[config.mk]
export PLATFORM = sky130hd
export DESIGN_NAME = lowest_free_id_allocator_top
export DESIGN_NICKNAME = d
export VERILOG_FILES = /design/src/hdl/lfia_pkg.sv /design/src/hdl/lowest_free_id_allocator_top.sv
export SDC_FILE = /design/constraint.sdc
export NUM_CORES = 1
export LEC_CHECK = 0
export BUFFER_PORTS_ARGS = -buffer_cell sky130_fd_sc_hd__buf_4
export CAP_MARGIN = 20
export CELL_PAD_IN_SITES_DETAIL_PLACEMENT = 0
export CELL_PAD_IN_SITES_GLOBAL_PLACEMENT = 1
export CORE_ASPECT_RATIO = 0.8
export CORE_UTILIZATION = 54
export CTS_CLUSTER_SIZE = 14
export DETAILED_ROUTE_END_ITERATION = 10
export GPL_TIMING_DRIVEN = 0
export HOLD_SLACK_MARGIN = 0.05
export PLACE_DENSITY = 0.77
export SLEW_MARGIN = 20
export SYNTH_ARGS = -nofsm -noshare
export SYNTH_HDL_FRONTEND = slang
export SYNTH_SLANG_ARGS = --single-unit
[constraint.sdc]
create_clock -name clk -period 8.65 [get_ports clk]
set_input_delay 0 -clock clk [delete_from_list [all_inputs] [get_ports clk]]
set_output_delay 0 -clock clk [all_outputs]
set_load 0.05 [all_outputs]
[src/hdl/lfia_pkg.sv]
package lfia_pkg;

  localparam int ID_W     = 10;
  localparam int ID_SPAN  = 1024;
  localparam int STATUS_W = 2;
  localparam int WORD_W   = 32;
  localparam int BIT_W    = 5;

  localparam logic OP_ALLOC   = 1'b0;
  localparam logic OP_RELEASE = 1'b1;

  localparam logic [STATUS_W-1:0] ST_DONE         = 2'd0;
  localparam logic [STATUS_W-1:0] ST_EMPTY        = 2'd1;
  localparam logic [STATUS_W-1:0] ST_ALREADY_FREE = 2'd2;

  // position of the lowest set bit of a bitmap word
  function automatic logic [BIT_W-1:0] lowest_set(input logic [WORD_W-1:0] w);
    logic [BIT_W-1:0] pos;
    pos = '0;
    for (int i = WORD_W - 1; i >= 0; i--) begin
      if (w[i]) pos = BIT_W'(i);
    end
    return pos;
  endfunction

endpackage

[src/hdl/lowest_free_id_allocator_top.sv]
// Lowest free identifier allocator.
// A request accepted in S_IDLE reads one 32-bit bitmap word of the single-port
// memory; in S_EXEC, once the output register is free, the result is registered
// and the word written back. No new request is taken until then.
// Reset (rst_n low, synchronous): all identifiers free at once; per-word valid
// flags make unwritten words read as free, so there is no clearing pass.
module lowest_free_id_allocator_top #(
  parameter int NUM_IDS = 1024
) (
  input  logic                          clk,
  input  logic                          rst_n,
  input  logic                          in_valid,
  output logic                          in_ready,
  input  logic                          in_opcode,
  input  logic [lfia_pkg::ID_W-1:0]     in_release_id,
  output logic                          out_valid,
  input  logic                          out_ready,
  output logic [lfia_pkg::ID_W-1:0]     out_granted_id,
  output logic [lfia_pkg::STATUS_W-1:0] out_status
);

  // Pool is limited by the reach of the 10-bit identifier fields.
  localparam int POOL_SIZE = (NUM_IDS < lfia_pkg::ID_SPAN) ? NUM_IDS : lfia_pkg::ID_SPAN;
  // Bitmap words of 32 identifiers each; summary holds one bit per word.
  localparam int NW  = (POOL_SIZE + lfia_pkg::WORD_W - 1) / lfia_pkg::WORD_W;
  localparam int WIW = (NW > 1) ? $clog2(NW) : 1;
  localparam int REM = POOL_SIZE % lfia_pkg::WORD_W;
  // Last word only holds the identifiers that exist in the pool.
  localparam logic [lfia_pkg::WORD_W-1:0] LAST_MASK =
    (REM == 0) ? {lfia_pkg::WORD_W{1'b1}} : ((32'd1 << REM) - 32'd1);

  typedef enum logic {S_IDLE, S_EXEC} state_t;

  // Value of a word that was never written since reset: every identifier free.
  function automatic logic [lfia_pkg::WORD_W-1:0] word_init(input logic [WIW-1:0] w);
    return (w == WIW'(NW - 1)) ? LAST_MASK : {lfia_pkg::WORD_W{1'b1}};
  endfunction

  // Lowest word with at least one free identifier.
  function automatic logic [WIW-1:0] lowest_word(input logic [NW-1:0] s);
    logic [WIW-1:0] pos;
    pos = '0;
    for (int i = NW - 1; i >= 0; i--) begin
      if (s[i]) pos = WIW'(i);
    end
    return pos;
  endfunction

  // Bitmap memory, one read-modify-write at a time.
  logic [lfia_pkg::WORD_W-1:0] mem [NW];
  logic [lfia_pkg::WORD_W-1:0] rd_data_r;

  state_t                        state_r;
  logic [NW-1:0]                 valid_r;   // word has been written since reset
  logic [NW-1:0]                 sum_r;     // word holds a free identifier
  logic                          op_r;
  logic [lfia_pkg::BIT_W-1:0]    bit_r;
  logic [WIW-1:0]                word_r;
  logic                          empty_r;
  logic                          oor_r;     // release outside the pool
  logic                          rd_vld_r;
  logic                          out_valid_r;
  logic [lfia_pkg::ID_W-1:0]     gid_r;
  logic [lfia_pkg::STATUS_W-1:0] status_r;

  logic                          in_fire;
  logic                          oor_in;
  logic [WIW-1:0]                rd_addr;
  logic                          out_free;
  logic                          exec_fire;
  logic [lfia_pkg::WORD_W-1:0]   word_q;
  logic [lfia_pkg::BIT_W-1:0]    lo_bit;
  logic                          wr_en;
  logic [lfia_pkg::WORD_W-1:0]   wr_data;
  logic [lfia_pkg::ID_W-1:0]     gid_nxt;
  logic [lfia_pkg::STATUS_W-1:0] status_nxt;

  assign in_ready = (state_r == S_IDLE);
  assign in_fire  = in_valid && in_ready;
  assign out_free = !out_valid_r || out_ready;
  assign exec_fire = (state_r == S_EXEC) && out_free;

  assign out_valid      = out_valid_r;
  assign out_granted_id = gid_r;
  assign out_status     = status_r;

  assign oor_in = {1'b0, in_release_id} >= (lfia_pkg::ID_W + 1)'(POOL_SIZE);

  // Read address: lowest nonempty word on allocate, the identifier's word on release.
  always_comb begin
    if (in_opcode == lfia_pkg::OP_ALLOC) begin
      rd_addr = lowest_word(sum_r);
    end else if (oor_in) begin
      rd_addr = '0;
    end else begin
      rd_addr = in_release_id[lfia_pkg::BIT_W +: WIW];
    end
  end

  // Current word contents, with unwritten words taken as all free.
  assign word_q = rd_vld_r ? rd_data_r : word_init(word_r);
  assign lo_bit = lfia_pkg::lowest_set(word_q);

  always_comb begin
    wr_en      = 1'b0;
    wr_data    = word_q;
    gid_nxt    = '0;
    status_nxt = lfia_pkg::ST_DONE;
    if (op_r == lfia_pkg::OP_ALLOC) begin
      if (empty_r) begin
        status_nxt = lfia_pkg::ST_EMPTY;
      end else begin
        wr_en   = 1'b1;
        wr_data = word_q & ~(lfia_pkg::WORD_W'(1) << lo_bit);
        gid_nxt = lfia_pkg::ID_W'({word_r, lo_bit});
      end
    end else begin
      if (oor_r || word_q[bit_r]) begin
        status_nxt = lfia_pkg::ST_ALREADY_FREE;
      end else begin
        wr_en   = 1'b1;
        wr_data = word_q | (lfia_pkg::WORD_W'(1) << bit_r);
      end
    end
  end

  always_ff @(posedge clk) begin
    if (in_fire) begin
      rd_data_r <= mem[rd_addr];
    end
    if (exec_fire && wr_en) begin
      mem[word_r] <= wr_data;
    end
  end

  always_ff @(posedge clk) begin
    if (!rst_n) begin
      state_r     <= S_IDLE;
      valid_r     <= '0;
      sum_r       <= '1;
      out_valid_r <= 1'b0;
    end else begin
      if (out_ready && !exec_fire) begin
        out_valid_r <= 1'b0;
      end
      unique case (state_r)
        S_IDLE: begin
          if (in_fire) begin
            op_r     <= in_opcode;
            bit_r    <= in_release_id[lfia_pkg::BIT_W-1:0];
            word_r   <= rd_addr;
            empty_r  <= ~|sum_r;
            oor_r    <= oor_in;
            rd_vld_r <= valid_r[rd_addr];
            state_r  <= S_EXEC;
          end
        end
        S_EXEC: begin
          if (out_free) begin
            if (wr_en) begin
              valid_r[word_r] <= 1'b1;
              sum_r[word_r]   <= |wr_data;
            end
            gid_r       <= gid_nxt;
            status_r    <= status_nxt;
            out_valid_r <= 1'b1;
            state_r     <= S_IDLE;
          end
        end
        default: state_r <= S_IDLE;
      endcase
    end
  end

endmodule
Word level (Yosys, flattened, before mapping). Memories as Yosys holds them, arrays and structs flattened. A register that Yosys moved wholly into a read port is not among the register bits. Index checks and enable logic that the tools add are counted.

Bits in read-only memories: 0. Bits in latches: 0. Output and inout port bits: 14. Input bits: 15. Memory bits (writable): 1024. Memories: 1. Bits in registers: 91.

Memories: mem (depth 32, width 32, rd ports 1, clocked after Yosys merged registers in 1, write ports 1, line lowest_free_id_allocator_top.sv:50) `logic [lfia_pkg::WORD_W-1:0] mem [NW];`.

Shifts and indexed selects: 2. Add/sub/neg operators: 0. Div/mod/pow operators: 0. $lt $le $gt $ge: 4. Equal/unequal tests: 0. Bitwise operators: 5. $mul: 0. Reduce and logical (&&, ||, !) cells: 15. Multiplexer cells: 90.

Operator list (number): $mux W5 (65); $mux W32 (4); $or A32 B32 Y32 (2); $reduce_or A32 Y1 (2); $shl A1 B5 Y32 const A (2); $and A32 B32 Y32 (1); $bwmux W32 (1); $not A32 Y32 (1); $lt A5 B6 Y1 const B (3); $mux W1 (14); $bmux W1 S5 (2); $reduce_and A3 Y1 (3); $demux W1 S5 (1); $ge A5 B1 Y1 const B (1); $logic_and A1 B1 Y1 (5); $mux W2 (2); $logic_not A1 Y1 (3); $pmux W1 S2 (1); $reduce_or A2 Y1 (1); $logic_or A1 B1 Y1 (1); $not A1 Y1 (1).

Depth between registers and ports, before layout. Gate-level depths: netlist of the first run.

Word-level depth: 40. Mapped depth: 15. Mapped depth without buffers: 10.

Worst setup path before layout of the first run. Ideal clock, no wire load.

Kind: register to register. From: register bit_r[0] in the netlist's numbering. To: register sum_r[2]. Stages on the path, launching flop included: 13. Library setup time: 0.126 ns. Slack: 2.372 ns. Arrival time: 6.151 ns. Data required time: 8.524 ns. Cells stage by stage: edfxtp_1 > clkbuf_1 > mux4_2 > nor2b_1 > a211oi_1 > o31ai_1 > and4_1 > buf_2 > buf_2 > nor4_1 > nand4_1 > nor4_1 > a21oi_1.

Word-level cells in the longest chain between the ends: 6. Elaborated cells between the ends (all ways): 11. Classes of those cells: 1 x shift; 7 x mux; 1 x bitwise; 2 x reduce/logical.

Ends and longest elaborated chain: start, declared (line lowest_free_id_allocator_top.sv:57) `logic [lfia_pkg::BIT_W-1:0] bit_r;`; start signal, assigned (line lowest_free_id_allocator_top.sv:150) `bit_r <= in_release_id[lfia_pkg::BIT_W-1:0];`; $bmux W1 S5 or $shl A1 B5 Y32 (tied branches) (line lowest_free_id_allocator_top.sv:118, lowest_free_id_allocator_top.sv:122); $mux W1 (not written as such) or $or A32 B32 Y32 (tied branches) (line lowest_free_id_allocator_top.sv:118, lowest_free_id_allocator_top.sv:122); $mux W32 (line lowest_free_id_allocator_top.sv:118) `if (oor_r || word_q[bit_r]) begin`; $mux W32 (line lowest_free_id_allocator_top.sv:109) `if (op_r == lfia_pkg::OP_ALLOC) begin`; $reduce_or A32 Y1 (line lowest_free_id_allocator_top.sv:162) `sum_r[word_r] <= |wr_data;`; $bwmux W32 (line lowest_free_id_allocator_top.sv:162); end signal, assigned by index (line lowest_free_id_allocator_top.sv:162); end, declared (line lowest_free_id_allocator_top.sv:55) `logic [NW-1:0] sum_r;`.

Several ways; a longest one is shown, not always the timed one. The select of a mux whose other input is x is not followed. A chain may end at the register's enable or synchronous reset.

Worst setup path after layout of the first run.
From: register sum_r[16]. To: register rd_data_r[4] in the netlist's numbering (read register of mem) (data pin).

Word-level cells in the longest chain between the ends: 18.

Ends and longest elaborated chain: $mux W5 (17 in a row) (line lowest_free_id_allocator_top.sv:44) `if (s[i]) pos = WIW'(i);`; $mux W5 (line lowest_free_id_allocator_top.sv:91) `if (in_opcode == lfia_pkg::OP_ALLOC) begin`; end, declared (line lowest_free_id_allocator_top.sv:51) `logic [lfia_pkg::WORD_W-1:0] rd_data_r;`.

Every way passes these cells.

==> metrics, run 1 <==
Crit path buffers/inverters 6; fin area around 55000 sq um; WHS around 0.076 ns; dominant synthesized flop cell edfxtp_1; worst clock skew 0.0194 ns; largest net degree at the start of global routing 38; area delta synth->final 16.6%; fin crit share around three quarters; critical path capture point type flip-flop; drt via density approximately 6.8; FP Rows 96; asr flop ratio synth 0%; Fin. Hold Viols 0; Synth Area per Inst around 15 sq um; Leakage 17.5 nW; # H-tree levels 3; proportion of synthesized area in mux cells approximately 6.5%; Post-CTS Setup Inserts 0; Die H ~270 um; PortBufs 28; final worst path period need around 6.6 ns; CP max FO 10; non-filler cells, final between 4k and 5k; CP cell instances or3_1 -> a221o_1 -> a21oi_1 -> o211ai_1 -> and2_1 -> buf_2 -> inv_2 -> buf_2 -> buf_2 -> buf_2 -> buf_2 -> nand2_1 -> nand3_1 -> a21oi_1 -> nor4_1; Initial DRC Count between 5k and 6k; sequential-to-total area share from yosys stat ~70%; Setup-failing EPs final 0; NumNets Final approximately 3.5k; crit path from sum_r[16]; DP HPWL roughly 110000 um; Post-Route Setup TNS 0 ns; XOR/XNOR Fraction of Synth Area 0%; Layout Utilization between 60% and 70%; Worst-Skew Late Latency about 0.70 ns; Worst Min Path Start in_opcode; most common cell after layout, fill and taps aside edfxtp_1; CTS tree done; FF/Latch Area ~34000 sq um; Antenna Nets Post-Route 0; CP Launch Type flip-flop; number of max-cap violations 0; slowest stage delay, CP between 1 and 1.5 ns; Yosys cell types 81; largest family of logic cells by synthesized area simple AND/OR/NAND/NOR gates; share of layout cells above drive strength 1 17.7%; Initial Util between 50% and 60%; CTS Sinks about 1.1k; Syn Nets about 3.2k; Final Worst Setup Slack 2.02 ns; RePlAce Congestion slightly above 0.9; critical path class flip-flop to flip-flop; die area 88400 sq um; First-pass DRT Iterations 9; cell area after synthesis 47100 sq um; Critical R2R Launch sum_r[16]; Critical Path AT between 6 and 7 ns; core area around 86000 sq um; clk buf depth 3; vias in the first global route just over 30k; worst slack, placed between 2 and 2.5 ns; clk root buf clkbuf_16; I/O Pins 29; Worst path slowest cell nor4_1; RSZ-0062 raised after global routing false; first-pass GRT wire length roughly 220000 um; measured slew at the worst slew-check pin between 1 and 1.5 ns; Min-Delay Path Class input pin to flip-flop; # DRC 0; post-cts hold buffer count 14; relative max-transition margin about 5.4%; total design power between 10 and 15 mW; pwr dens roughly 210 nW/um^2; Die Wd 332 um; Most Frequent Cell on Critical Path buf_2; CTS clk-pin slew, worst paths 0.07 ns; DR WL/cell between 30 and 40 um; VDD IR max 0.199 mV; fmax roughly 0.15 GHz; total CTS buffers about 110; area post-placement between 50000 and 60000 sq um; placed cell count between 4k and 5k; total gr overflow 0; post-synthesis sequential element count about 1.1k; Synth warnings 0; post_cts resized 0; Top delay family on crit path buffers and inverters; footprint of the multi-input gates 12900 sq um; detailed-route via count 31.5k; Post-synth EDFFs 1081; commonest non-fill, non-tap cells in the layout 1081 x edfxtp_1, 422 x nand2_1, 169 x clkbuf_1; status complete, no violations; post-synthesis simple-gate area fraction between 10 and 15%; fillers approximately 6.1k; initial antenna violation count 8; GRT Util Overall 35.0%; adder-cell share of the synthesized area 0%; Critical Path RT between 8 and 9 ns; Synth Area in Compound Gates roughly 8.8%; final wirelength 155000 um; Slew Limit Fails 0; cell count after synthesis between 3k and 4k
## layout make-up
| type | count | share of cell area, % |
|---|---|---|
| Clock inverter | 49 | 0.781 |
| Multi-Input combinational cell | 1754 | 23.6 |
| Tap cell | 1127 | 2.57 |
| Sequential cell | 1147 | 61.5 |
| Inverter | 35 | 0.239 |
| Buffer | 217 | 1.71 |
| Timing Repair Buffer | 184 | 4.22 |
| Clock buffer | 148 | 5.40 |
| Antenna cell | 1 | 0.00456 |
## metal layers
metal	vias up	GRT usage, %	part of all wire, %
li1	13100	-	-
met1	15800	49.8	39
met2	2263	51.0	43
met3	374	9.86	13
met4	8	14.3	4.4
met5	-	0	0.033
## cells in the mapped netlist (all sizes together), types with 25 or more instances
cell type	count	share of area [%]
a31oi	98	1.3
and3	67	0.89
a21oi	119	1.3
o22ai	34	0.45
clkbuf	142	1.1
nand4	25	0.33
dfxtp	66	2.8
a21o	37	0.59
inv	33	0.26
nor3	58	0.63
nand2b	25	0.33
nor4	86	1.2
a211o	102	1.9
mux4	136	6.5
a41oi	34	0.63
edfxtp	1081	69
nand3	139	1.5
nor2	121	0.96
a211oi	86	1.4
buf	75	0.85
nand2	422	3.4
## state kept, by name (all words and copies together), names as in the netlist
signal and count:
state_r 1, out_granted_id 10, out_status 2, mem 1024, out_valid 1, empty_r 1
rd_vld_r 1, bit_r 5, word_r 5, valid_r 32, op_r 1, rd_data_r 32
sum_r 32
## path summary, 6_finish.rpt
check / to / slack [ns] / depth (start not counted)
setup / recovery: rd_data_r[4] / 2.02 / 15
hold / removal: op_r / 0.08 / 2
setup reg to reg: rd_data_r[4] / 2.02 / 15
hold reg to reg: valid_r[8] / 0.47 / 1
## power breakdown
part | switching, mW | internal (mW)
logic | 0.654 | 0.274
registers | 0.0479 | 6.14
clock network | 2.05 | 2.55
total | 2.75 | 8.96
## cell families (layout without fill, tap and decap cells)
kind of cell	Yosys count	in the layout
muxes	136	136
other	0	1
AOI/OAI and AO/OA	582	582
DFF	1147	1147
buffers and inverters	252	633
and+or+nand+nor	1036	1036
(Power assumes the default switching activity.)
==> run 2, diff against run 1 <==
==> constraint.sdc (replaced) <==
create_clock -name clk -period 6.35 [get_ports clk]
set_input_delay 0 -clock clk [delete_from_list [all_inputs] [get_ports clk]]
set_output_delay 0 -clock clk [all_outputs]
set_load 0.05 [all_outputs]
==> metrics, run 2 (synthesis results as in run 1) <==
Die Wd 332 um (unchanged); total design power 16.0 mW (+36%); Hold EP op_r; share of layout cells above drive strength 1 17.8% (+0.057 points); critical path class flip-flop to flip-flop; Worst-Skew Late Latency 0.69 ns (about the same); detailed-route via count 31.6k (+0.18%); PortBufs 28 (unchanged); fin area 54900 sq um (about the same); Ant. Diodes 0 (-1); number of cells on the worst reg-to-reg path 15 (unchanged); I/O Pins 29 (unchanged); worst clock skew 0.0181 ns (-0.00124 ns); Setup-failing EPs final 0 (unchanged); FP Rows 96 (unchanged); fin crit share 99.5% (+23 points); CTS clk-pin slew, worst paths 0.07 ns (about the same); area delta synth->final 16.6% (about the same); area post-placement 51300 sq um (unchanged); Worst Min Path Start in_opcode; worst slack, placed 0.185 ns (-2.30 ns); total gr overflow 0 (unchanged); Critical Path RT 6.70 ns (-2.24 ns); VDD IR max 0.271 mV (+36%); GRT Util Overall 35.0% (unchanged); total CTS buffers 107 (unchanged); Leakage 17.5 nW (about the same); measured slew at the worst slew-check pin 1.24 ns (-0.169 ns); DR WL/cell 33.2 um (+0.16%); Post-Route Setup TNS 0 ns (unchanged); First-pass DRT Iterations 8 (-1); largest net degree at the start of global routing 38 (unchanged); most common cell after layout, fill and taps aside edfxtp_1; final worst path period need 6.32 ns (-0.313 ns); CP cell instances or3_1 -> a221o_1 -> a21oi_1 -> o211ai_1 -> and2_1 -> buf_2 -> inv_2 -> buf_2 -> buf_2 -> buf_2 -> buf_2 -> nand2_1 -> nand3_1 -> a21oi_1 -> nor4_1; Min-Delay Path Class input pin to flip-flop; Slew Limit Fails 0 (unchanged); die area 88400 sq um (unchanged); CTS Sinks 1147 (unchanged); RePlAce Congestion 0.931 (unchanged); RSZ-0062 raised after global routing false; # H-tree levels 3 (unchanged); number of max-cap violations 0 (unchanged); Die H 266 um (unchanged); fmax 0.158 GHz (+4.9%); Post-CTS Setup Inserts 0 (unchanged); Top reg by flops mem; initial antenna violation count 8 (unchanged); first-pass GRT wire length 218000 um (unchanged); slowest stage delay, CP 0.88 ns (-0.24 ns); final wirelength 155000 um (+0.14%); max reg flops 1024 (unchanged); Initial DRC Count 5185 (+1.5%); reg2reg end rd_data_r[21]; CP Launch Type flip-flop; status complete, no violations; # DRC 0 (unchanged); fillers 6071 (-0.066%); crit path from sum_r[16]; vias in the first global route 30.2k (unchanged); pwr dens 290 nW/um^2 (+36%); Top delay family on crit path buffers and inverters; CP max FO 10 (unchanged); Fin. Hold Viols 0 (unchanged); reg2reg setup slack 0.03 ns (-1.99 ns); DP HPWL 112000 um (unchanged); Crit path buffers/inverters 6 (unchanged); footprint of the multi-input gates 13000 sq um (+0.16%); Critical R2R Launch sum_r[16]; Antenna Nets Post-Route 0 (unchanged); Final Worst Setup Slack 0.0288 ns (-1.99 ns); Hold Path Depth 2 (unchanged); Worst path slowest cell nor4_1; Initial Util 54.7% (unchanged); Most Frequent Cell on Critical Path buf_2; clk buf depth 3 (unchanged); drt via density 6.78 (+0.21%); NumNets Final 3461 (unchanged); critical path capture point type flip-flop; core area 86100 sq um (unchanged); Critical Path AT 6.67 ns (-0.26 ns); commonest non-fill, non-tap cells in the layout 1081 x edfxtp_1, 422 x nand2_1, 169 x clkbuf_1; clk root buf clkbuf_16; relative max-transition margin 17.2% (+12 points); FF/Latch Area 33800 sq um (unchanged); CTS tree done
[run 2: how the worst max path moves through the flow]
stage                     cells after the start             to  slack [ns]
final                                        15  rd_data_r[21]        0.03
after global routing                         15   rd_data_r[1]        0.04
after CTS                                    15   rd_data_r[4]        0.15
after detailed placement                     15   rd_data_r[4]        0.18
after global placement                       13       sum_r[1]       -5.48
after floorplan                              12       sum_r[2]        0.07
[run 2: power by group]
group	switching, mW	leakage [nW]	internal [mW]
clock	2.79	1.66	3.47
sequential	0.0645	9.99	8.36
combinational	0.893	5.80	0.374
[run 2: area by class of cell]
type                       instances  area share, %
inverter                          35          0.239
timing repair buffer             184           4.22
clock buffer                     148           5.40
multi-input combinational       1754           23.6
clock inverter                    49          0.781
tap                             1127           2.57
sequential                      1147           61.5
buffer                           217           1.71
[run 2: repair_timing]
item | CTS | global route
hold endpoints to repair | 48 | 0
endpoints found under the setup margin | 0 | 3
hold buffers | 14 | 0
gates resized for setup | 0 | 3
[run 2: stage by stage]
stage / hold WS, ns / std cells / util [%]
final: 0.0816 / 4661 / 63.8
after global placement: 0.181 / 4308 / 56.6
after detailed placement: 0.181 / 4449 / 59.6
after global routing: 0.0811 / 4661 / 63.8
after CTS: 0.0668 / 4660 / 63.7
after floorplan: 0.0989 / 3153 / -
[run 2: worst register-to-register path, delay by kind of cell (launching register included)]
family                 cells  cell delay (ns)
buffers and inverters      6             2.64
AOI/OAI and AO/OA          4             1.15
and+or+nand+nor            5             1.85
DFF                        1             0.35
[run 2: layer usage]
metal	GRT usage (%)	wire (um)
met5	0	51
met2	51.0	66600
met1	49.8	60300
met4	14.3	6920
met3	9.86	21000
